===== src/ouart_pkg.sv =====
// ouart_pkg: shared types and constants for the oversampled uart with receive fifo
// no dependencies; imported by the receiver, fifo, transmitter and top level
package ouart_pkg;

	localparam int DATA_BITS = 8;

	// receiver sequence: wait for low level, recheck, data bits, stop point
	typedef enum logic [1:0] {
		RX_IDLE,
		RX_CHECK,
		RX_DATA,
		RX_STOP
	} rx_phase_t;

	// byte handed from the receiver to the fifo at the stop point
	typedef struct packed {
		logic                 done;
		logic [DATA_BITS-1:0] data;
	} rx_frame_t;

endpackage


===== src/ouart_rx.sv =====
// ouart_rx: oversampled receiver, start check and lsb-first data sampling
// depends on ouart_pkg for the phase enum and the frame struct
module ouart_rx import ouart_pkg::*; #(
	parameter int TICKS_PER_BIT = 4
) (
	input  logic      clk,
	input  logic      arst_n,
	input  logic      en,
	input  logic      level,
	output rx_frame_t frame
);

	localparam int WW = $clog2(TICKS_PER_BIT + 1);
	localparam int CW = $clog2(DATA_BITS);
	localparam logic [WW-1:0] WAIT_ONE  = WW'(1);
	localparam logic [WW-1:0] WAIT_HALF = WW'(TICKS_PER_BIT / 2);
	localparam logic [WW-1:0] WAIT_BIT  = WW'(TICKS_PER_BIT);
	localparam logic [CW-1:0] LAST_BIT  = CW'(DATA_BITS - 1);

	rx_phase_t            phase_q, phase_d;
	logic [WW-1:0]        wait_q, wait_d;
	logic [CW-1:0]        bit_q, bit_d;
	logic [DATA_BITS-1:0] shift_q, shift_d;
	logic                 expire;

	// a zero count is taken as expiring too
	assign expire = (wait_q <= WAIT_ONE);

	always_comb begin
		phase_d = phase_q;
		if (expire) begin
			case (phase_q)
				RX_IDLE: begin
					if (!level)
						phase_d = RX_CHECK;
				end
				RX_CHECK: begin
					phase_d = level ? RX_IDLE : RX_DATA;
				end
				RX_DATA: begin
					if (bit_q == LAST_BIT)
						phase_d = RX_STOP;
				end
				RX_STOP: begin
					phase_d = RX_IDLE;
				end
				default: begin
					phase_d = RX_IDLE;
				end
			endcase
		end
	end

	always_comb begin
		wait_d     = expire ? WAIT_ONE : wait_q - WAIT_ONE;
		bit_d      = bit_q;
		shift_d    = shift_q;
		frame.done = 1'b0;
		frame.data = shift_q;
		if (expire) begin
			case (phase_q)
				RX_IDLE: begin
					if (!level)
						wait_d = WAIT_HALF;
				end
				RX_CHECK: begin
					if (!level) begin
						wait_d = WAIT_BIT;
						bit_d  = '0;
					end
				end
				RX_DATA: begin
					shift_d = {level, shift_q[DATA_BITS-1:1]};
					wait_d  = WAIT_BIT;
					bit_d   = bit_q + CW'(1);
				end
				RX_STOP: begin
					frame.done = 1'b1;
				end
				default: begin
				end
			endcase
		end
	end

	always_ff @(posedge clk or negedge arst_n) begin
		if (!arst_n) begin
			phase_q <= RX_IDLE;
			wait_q  <= WAIT_ONE;
			bit_q   <= '0;
			shift_q <= '0;
		end else if (en) begin
			phase_q <= phase_d;
			wait_q  <= wait_d;
			bit_q   <= bit_d;
			shift_q <= shift_d;
		end
	end

`ifndef ASSERT_OFF
	a_wait_nonzero: assert property (@(posedge clk) disable iff (!arst_n)
		wait_q != '0)
		else $error("receiver wait count reached zero");
	a_stop_to_idle: assert property (@(posedge clk) disable iff (!arst_n)
		en && frame.done |=> phase_q == RX_IDLE)
		else $error("receiver did not return to idle after the stop point");
`endif

endmodule


===== src/ouart_fifo.sv =====
// ouart_fifo: receive fifo with push-before-pop ordering and overrun flag
// depends on ouart_pkg for the frame struct
module ouart_fifo import ouart_pkg::*; #(
	parameter int FIFO_DEPTH = 16
) (
	input  logic                             clk,
	input  logic                             arst_n,
	input  logic                             en,
	input  rx_frame_t                        frame,
	input  logic                             pop,
	output logic [DATA_BITS-1:0]             rx_data,
	output logic                             rx_data_valid,
	output logic [$clog2(FIFO_DEPTH+1)-1:0]  rx_count,
	output logic                             rx_overrun
);

	localparam int PW = $clog2(FIFO_DEPTH);
	localparam int FW = $clog2(FIFO_DEPTH + 1);
	localparam logic [PW-1:0] PTR_LAST = PW'(FIFO_DEPTH - 1);
	localparam logic [FW-1:0] FILL_MAX = FW'(FIFO_DEPTH);

	logic [DATA_BITS-1:0] mem_q [FIFO_DEPTH];
	logic [DATA_BITS-1:0] data_q;
	logic [PW-1:0]        wr_q, rd_q;
	logic [FW-1:0]        fill_q, fill_d;
	logic                 valid_q, overrun_q;
	logic                 full, push, drop, pop_ok, bypass;

	assign full   = (fill_q == FILL_MAX);
	assign push   = en && frame.done && !full;
	assign drop   = en && frame.done && full;
	assign pop_ok = en && pop && (fill_q != '0 || push);
	// pop on an empty fifo takes the byte pushed on the same tick
	assign bypass = push && (fill_q == '0);

	always_comb begin
		case ({push, pop_ok})
			2'b10:   fill_d = fill_q + FW'(1);
			2'b01:   fill_d = fill_q - FW'(1);
			default: fill_d = fill_q;
		endcase
	end

	always_ff @(posedge clk) begin
		if (push)
			mem_q[wr_q] <= frame.data;
	end

	always_ff @(posedge clk) begin
		if (en) begin
			if (pop_ok)
				data_q <= bypass ? frame.data : mem_q[rd_q];
			else
				data_q <= '0;
		end
	end

	always_ff @(posedge clk or negedge arst_n) begin
		if (!arst_n) begin
			wr_q      <= '0;
			rd_q      <= '0;
			fill_q    <= '0;
			valid_q   <= 1'b0;
			overrun_q <= 1'b0;
		end else if (en) begin
			if (push)
				wr_q <= (wr_q == PTR_LAST) ? '0 : wr_q + PW'(1);
			if (pop_ok)
				rd_q <= (rd_q == PTR_LAST) ? '0 : rd_q + PW'(1);
			fill_q    <= fill_d;
			valid_q   <= pop_ok;
			overrun_q <= drop;
		end
	end

	assign rx_data       = data_q;
	assign rx_data_valid = valid_q;
	assign rx_count      = fill_q;
	assign rx_overrun    = overrun_q;

`ifndef ASSERT_OFF
	a_fill_bound: assert property (@(posedge clk) disable iff (!arst_n)
		fill_q <= FILL_MAX)
		else $error("fifo fill count above depth");
	a_ptr_fill: assert property (@(posedge clk) disable iff (!arst_n)
		(rd_q == wr_q) |-> (fill_q == '0 || full))
		else $error("fifo pointers disagree with fill count");
	a_hold: assert property (@(posedge clk) disable iff (!arst_n)
		!en |=> $stable(fill_q) && $stable(rd_q) && $stable(wr_q))
		else $error("fifo state moved without a tick");
`endif

endmodule


===== src/ouart_tx.sv =====
// ouart_tx: transmitter, start bit, lsb-first data and stop bits per frame
// depends on ouart_pkg for the data width
module ouart_tx import ouart_pkg::*; #(
	parameter int TICKS_PER_BIT = 4,
	parameter int TX_FRAME_BITS = 11
) (
	input  logic                 clk,
	input  logic                 arst_n,
	input  logic                 en,
	input  logic                 load,
	input  logic [DATA_BITS-1:0] tx_byte,
	output logic                 tx_line,
	output logic                 tx_busy
);

	localparam int BW = $clog2(TX_FRAME_BITS + 1);
	localparam int SW = $clog2(TICKS_PER_BIT);
	localparam logic [BW-1:0] FRAME_LEN = BW'(TX_FRAME_BITS);
	localparam logic [SW-1:0] SUB_LAST  = SW'(TICKS_PER_BIT - 1);

	// remaining ticks = bits_q * TICKS_PER_BIT + sub_q
	logic [BW-1:0]        bits_q, bits_d;
	logic [SW-1:0]        sub_q, sub_d;
	logic [DATA_BITS-1:0] shift_q, shift_d;
	logic                 next_q, next_d;
	logic                 line_q, line_d;
	logic                 busy, busy_after;

	assign busy = (bits_q != '0) || (sub_q != '0);

	always_comb begin
		bits_d  = bits_q;
		sub_d   = sub_q;
		shift_d = shift_q;
		next_d  = next_q;
		line_d  = line_q;
		if (busy) begin
			if (sub_q == '0) begin
				// bit boundary
				line_d  = next_q;
				next_d  = shift_q[0];
				shift_d = {1'b1, shift_q[DATA_BITS-1:1]};
				bits_d  = bits_q - BW'(1);
				sub_d   = SUB_LAST;
			end else begin
				sub_d = sub_q - SW'(1);
			end
		end
		busy_after = (bits_d != '0) || (sub_d != '0);
		if (load && !busy_after) begin
			next_d  = 1'b0;
			shift_d = tx_byte;
			bits_d  = FRAME_LEN;
			sub_d   = '0;
		end
	end

	always_ff @(posedge clk or negedge arst_n) begin
		if (!arst_n) begin
			bits_q  <= '0;
			sub_q   <= '0;
			shift_q <= '0;
			next_q  <= 1'b0;
			line_q  <= 1'b1;
		end else if (en) begin
			bits_q  <= bits_d;
			sub_q   <= sub_d;
			shift_q <= shift_d;
			next_q  <= next_d;
			line_q  <= line_d;
		end
	end

	assign tx_line = line_q;
	assign tx_busy = busy;

`ifndef ASSERT_OFF
	a_idle_high: assert property (@(posedge clk) disable iff (!arst_n)
		!busy |-> line_q)
		else $error("transmit line low while idle");
	a_sub_range: assert property (@(posedge clk) disable iff (!arst_n)
		sub_q <= SUB_LAST && bits_q <= FRAME_LEN)
		else $error("transmit counters out of range");
`endif

endmodule


===== src/oversampled_uart_with_rx_fifo.sv =====
// oversampled_uart_with_rx_fifo: one oversampling tick per transfer
// each input transfer is held in the input register, then its result is presented from the result register
// throughput: one tick per clock cycle while out_ready does not stall; the next input is taken while a result waits
// reset: receiver idle, transmit line high, fifo empty; fifo storage is not cleared
// depends on ouart_pkg, ouart_rx, ouart_fifo and ouart_tx
module oversampled_uart_with_rx_fifo import ouart_pkg::*; #(
	parameter int FIFO_DEPTH    = 16,
	parameter int TICKS_PER_BIT = 4,
	parameter int TX_FRAME_BITS = 11
) (
	input  logic                             clk,
	input  logic                             arst_n,
	input  logic                             in_valid,
	output logic                             in_ready,
	input  logic                             rx_level,
	input  logic                             tx_load,
	input  logic [DATA_BITS-1:0]             tx_byte,
	input  logic                             rx_pop,
	output logic                             out_valid,
	input  logic                             out_ready,
	output logic                             tx_line,
	output logic [DATA_BITS-1:0]             rx_data,
	output logic                             rx_data_valid,
	output logic [$clog2(FIFO_DEPTH+1)-1:0]  rx_count,
	output logic                             tx_busy,
	output logic                             rx_overrun
);

	logic                 valid_s1, valid_s2, advance;
	logic                 rx_level_s1, tx_load_s1, rx_pop_s1;
	logic [DATA_BITS-1:0] tx_byte_s1;
	rx_frame_t            frame;

	// state in the submodules moves only when a tick goes to the result side
	assign advance  = valid_s1 && (!valid_s2 || out_ready);
	assign in_ready = !valid_s1 || advance;

	always_ff @(posedge clk or negedge arst_n) begin
		if (!arst_n) begin
			valid_s1 <= 1'b0;
			valid_s2 <= 1'b0;
		end else begin
			if (in_ready)
				valid_s1 <= in_valid;
			if (advance)
				valid_s2 <= 1'b1;
			else if (out_ready)
				valid_s2 <= 1'b0;
		end
	end

	always_ff @(posedge clk) begin
		if (in_valid && in_ready) begin
			rx_level_s1 <= rx_level;
			tx_load_s1  <= tx_load;
			tx_byte_s1  <= tx_byte;
			rx_pop_s1   <= rx_pop;
		end
	end

	ouart_rx #(
		.TICKS_PER_BIT(TICKS_PER_BIT)
	) u_rx (
		.clk   (clk),
		.arst_n(arst_n),
		.en    (advance),
		.level (rx_level_s1),
		.frame (frame)
	);

	ouart_fifo #(
		.FIFO_DEPTH(FIFO_DEPTH)
	) u_fifo (
		.clk          (clk),
		.arst_n       (arst_n),
		.en           (advance),
		.frame        (frame),
		.pop          (rx_pop_s1),
		.rx_data      (rx_data),
		.rx_data_valid(rx_data_valid),
		.rx_count     (rx_count),
		.rx_overrun   (rx_overrun)
	);

	ouart_tx #(
		.TICKS_PER_BIT(TICKS_PER_BIT),
		.TX_FRAME_BITS(TX_FRAME_BITS)
	) u_tx (
		.clk    (clk),
		.arst_n (arst_n),
		.en     (advance),
		.load   (tx_load_s1),
		.tx_byte(tx_byte_s1),
		.tx_line(tx_line),
		.tx_busy(tx_busy)
	);

	assign out_valid = valid_s2;

`ifndef ASSERT_OFF
	a_advance_result: assert property (@(posedge clk) disable iff (!arst_n)
		advance |=> out_valid)
		else $error("tick processed but no result presented");
	a_s1_hold: assert property (@(posedge clk) disable iff (!arst_n)
		valid_s1 && !advance |=> valid_s1 && $stable(tx_byte_s1) && $stable(rx_pop_s1))
		else $error("input register lost a pending tick");
`endif

endmodule

===== config.mk =====
export PLATFORM = sky130hd
export DESIGN_NAME = oversampled_uart_with_rx_fifo
export DESIGN_NICKNAME = d
export VERILOG_FILES = /design/src/ouart_pkg.sv /design/src/ouart_rx.sv /design/src/ouart_fifo.sv /design/src/ouart_tx.sv /design/src/oversampled_uart_with_rx_fifo.sv
export SDC_FILE = /design/constraint.sdc
export NUM_CORES = 1
export LEC_CHECK = 0
export BUFFER_PORTS_ARGS = -buffer_cell sky130_fd_sc_hd__buf_4
export CAP_MARGIN = 15
export CORE_ASPECT_RATIO = 0.8
export CORE_MARGIN = 3
export CORE_UTILIZATION = 43
export DETAILED_ROUTE_END_ITERATION = 10
export PLACE_DENSITY = 0.73
export SETUP_SLACK_MARGIN = 0.3
export SKIP_CTS_REPAIR_TIMING = 1
export SLEW_MARGIN = 0
export SYNTH_ARGS = -nofsm -noshare
export SYNTH_HDL_FRONTEND = slang
export SYNTH_SLANG_ARGS = --single-unit

===== constraint.sdc =====
create_clock -name clk -period 2.91 [get_ports clk]
set_clock_uncertainty 0.05 [all_clocks]
set_input_delay 0.1455 -clock clk [delete_from_list [all_inputs] [get_ports clk]]
set_output_delay 0.1455 -clock clk [all_outputs]
set_load 0.03 [all_outputs]

==> results.yml <==
yosys:
  postSynthAreaPerCell_um2: 16.5
  netlist.top_cell.by_area: "edfxtp_1"
  seq_area_frac_synth_pct: 66.9
  ys_top_cells_by_area: "edfxtp_1, dfrtp_1, mux4_1"
  syn-cell-area_um2: 8430
  synth-edff-count: 147
  ys_types: 59
  async_flop_share_pct: 25.0
  synth_flop_cell: "edfxtp_1"
  yosys.area.top_type_share_pct: 52.3
  synth_seq_cells: 196
  syn_inst: 512
  synth.net_count: 543
  ys_warn_count: 0
cts:
  htreeDepth: 4
  clock_latency_ns: 0.43
  clock_path_buffers: 2
  cts.sinks: 196
  tritoncts: "done"
  cts-buffers-inserted: 17
  root_buffer: "clkbuf_16"
  clkTransAtPathRegs_ns: 0.07
power_and_ir_drop:
  power_frac_comb_pct: 27.4
  p_int_w: 0.00569
  ir_drop_mv: 0.512
  p_clk_share_pct: 26.6
  p_seq_share_pct: 46.0
  power.leakage_nw: 3.62
  swShare_pct: 30.8
  power_w: 0.00822
  p_per_area_nw_per_um2: 832
  switchingPower_w: 0.00253
worst_setup_path:
  crit_chain: "ha_4 -> o21ba_4 -> nor3_4 -> and3_4 -> inv_6 -> ha_4 -> xor2_2 -> ha_2 -> a21boi_2 -> o221a_2 -> o21ai_2 -> nand3b_1 -> xnor2_1"
  r2r_cells: 13
  critPathMaxStageDelay_ns: 0.57
  critPathRequiredTime_ns: 3.17
  crit_top_cell: "ha_4"
  crit_path_start_kind: "register"
  arrival_ns: 3.10
  cp_slowest_cell: "dfstp_2"
  worstSetupPathType: "reg2reg"
  end_kind: "register"
  crit_fanout: 5
placement:
  placed_area_um2: 8960
  place_congestion: 0.772
  dp_hpwl_um: 10700
  place_ws_ns: 0.000102
  port_buffers: 33
final_layout:
  layout_commonest_cell: "edfxtp_1"
  final_cell_area_um2: 9880
  finalNetCount: 614
  area_growth_pct: 17.1
  layout-drive-gt1-share_pct: 28.0
  diodes: 0
  final_cell_mix: "edfxtp_1, buf_4, nand2_1, dfrtp_1, clkbuf_16"
worst_hold_path:
  hold_class: "in2async"
routing:
  routed_wl_um: 16700
  vias: 4713
  drt-initial-drc-count: 549
  routedWlPerCell_um: 19.6
  remaining_drc_errors: 0
  drt-vias-per-instance: 5.52
  postRouteAntennaNets: 0
  drt_pass1_iterations: 6
sta:
  finalHoldViolations: 0
  rsz0062_at_grt: "yes"
  relSlewSlack_pct: 50.1
  finalSetupTns_ns: 0
  period_share_pct: 97.5
  finalWorstSetupSlack_ns: 0.0735
  drv_slew: 0
  fmax_mhz: 353
  setup_violations: 0
  tightest_slew_ns: 0.749
  hold_slack_ns: 0.237
  post-route-min-period_ns: 2.84
global_routing:
  grt_usage_pct: 16.0
  grt_max_degree: 50
  grt-ovfl-total: 0
  grt_pass1_vias: 4701
  antenna_found_initial: 0
  grt_pass1_wl_um: 26100
die:
  die_h_um: 131
  coreArea_um2: 19100
  rows: 45
  die_w_um: 163
  ios: 34
  fp.dieArea_um2: 21300
  initial_core_util_pct: 44.2
run_status:
  outcome: "finished clean"
flow_run:
  cap_violations: 0
-- worst max-delay path: cells and delay by family, from the launching register on --
| kind | cells | cell delay, ns |
|---|---|---|
| xor gates and xnor gates | 2 | 0.27 |
| DFF | 1 | 0.57 |
| AOI/OAI and AO/OA | 4 | 0.76 |
| adders and majority gates | 3 | 0.49 |
| buffers and inverters | 1 | 0.04 |
| and+or+nand+nor | 3 | 0.55 |
-- layer usage --
layer  wire [um]  vias to the layer above  GRT usage [%]  share of wire, %
li1            -                     2135              -                 -
met1        7640                     2448           22.7                46
met2        8230                      117           24.7                49
met3         697                       13           3.91               4.2
met4         151                        0           4.60              0.90
met5           0                        -              0                 0
-- through the flow --
stage	std cells	utilization (%)
6_report	854	51.7
2_1_floorplan	512	-
3_3_place_gp	795	46.9
3_5_place_dp	795	46.9
5_1_grt	854	51.7
4_1_cts	827	49.9
-- flip-flops by register name, indices dropped and copies added (netlist names), 2 cells and up, named ones only --
signal and count:
tx_byte_s1 8, u_fifo.mem_q 128, u_fifo.rd_q 4, u_fifo.rx_count 5, u_fifo.rx_data 8, u_fifo.wr_q 4
u_rx.bit_q 3, u_rx.shift_q 8, u_rx.wait_q 3, u_tx.bits_q 4, u_tx.shift_q 8, u_tx.sub_q 2
-- layout make-up --
type / instances / area [um^2]
fill: 1484 / 9210
sequential: 196 / 5650
multi-input combinational: 279 / 2660
timing repair buffer: 75 / 623
clock buffer: 24 / 514
tap: 258 / 323
inverter: 14 / 57.6
clock inverter: 8 / 48.8
-- final timing paths --
| check | startpoint | to | slack [ns] |
|---|---|---|---|
| hold reg to reg | u_fifo.rx_data_valid | u_fifo.rx_data_valid | 0.44 |
| min in group clk | tx_byte[0] | tx_byte_s1[0] | 0.38 |
| hold / removal | arst_n | u_fifo.rx_count[0] | 0.24 |
| setup reg to reg | u_rx.wait_q[0] | u_fifo.rx_count[4] | 0.07 |
| max in group asynchronous | arst_n | u_fifo.rd_q[0] | 2.11 |
| setup / recovery | u_rx.wait_q[0] | u_fifo.rx_count[4] | 0.07 |
-- Yosys cell counts, drive strengths merged (2+ instances only) --
master	n
buf	14
nand2b	6
a31oi	2
dfrtp	47
xnor2	6
a21o	3
o211ai	9
nand2	55
nor2b	3
nor3	6
dfstp	2
ha	16
o21a	3
nor4	2
and2	14
or3	7
inv	14
a21oi	7
o21ai	14
a32o	3
o211a	9
nand3b	3
mux2i	10
nand3	7
mux2	15
and3	6
xor2	2
mux4	32
o221a	9
clkbuf	9
nor2	14
edfxtp	147
a22o	2
-- logic make-up after synthesis --
| family | after synthesis | synth area share [%] |
|---|---|---|
| multiplexers | 57 | 12.4 |
| AND/OR/NAND/NOR | 129 | 8.15 |
| buffers and inverters | 37 | 2.97 |
| adder cells (fa/ha/maj) | 16 | 2.37 |
| XOR/XNOR | 8 | 0.831 |
| flip-flops | 196 | 66.9 |
| AO/OA/AOI/OAI | 69 | 6.37 |
-- power groups by stage --
stage	registers [W]	logic (W)	clock network (W)
final	0.00378	0.00226	0.00219
after global routing	0.00382	0.00246	0.00234
after CTS	0.00376	0.00208	0.00223
after detailed placement	0.00381	0.00207	0
after global placement	0.00378	0.00199	0
after floorplan	0.00374	0.00159	0
(Power assumes the default switching activity.)
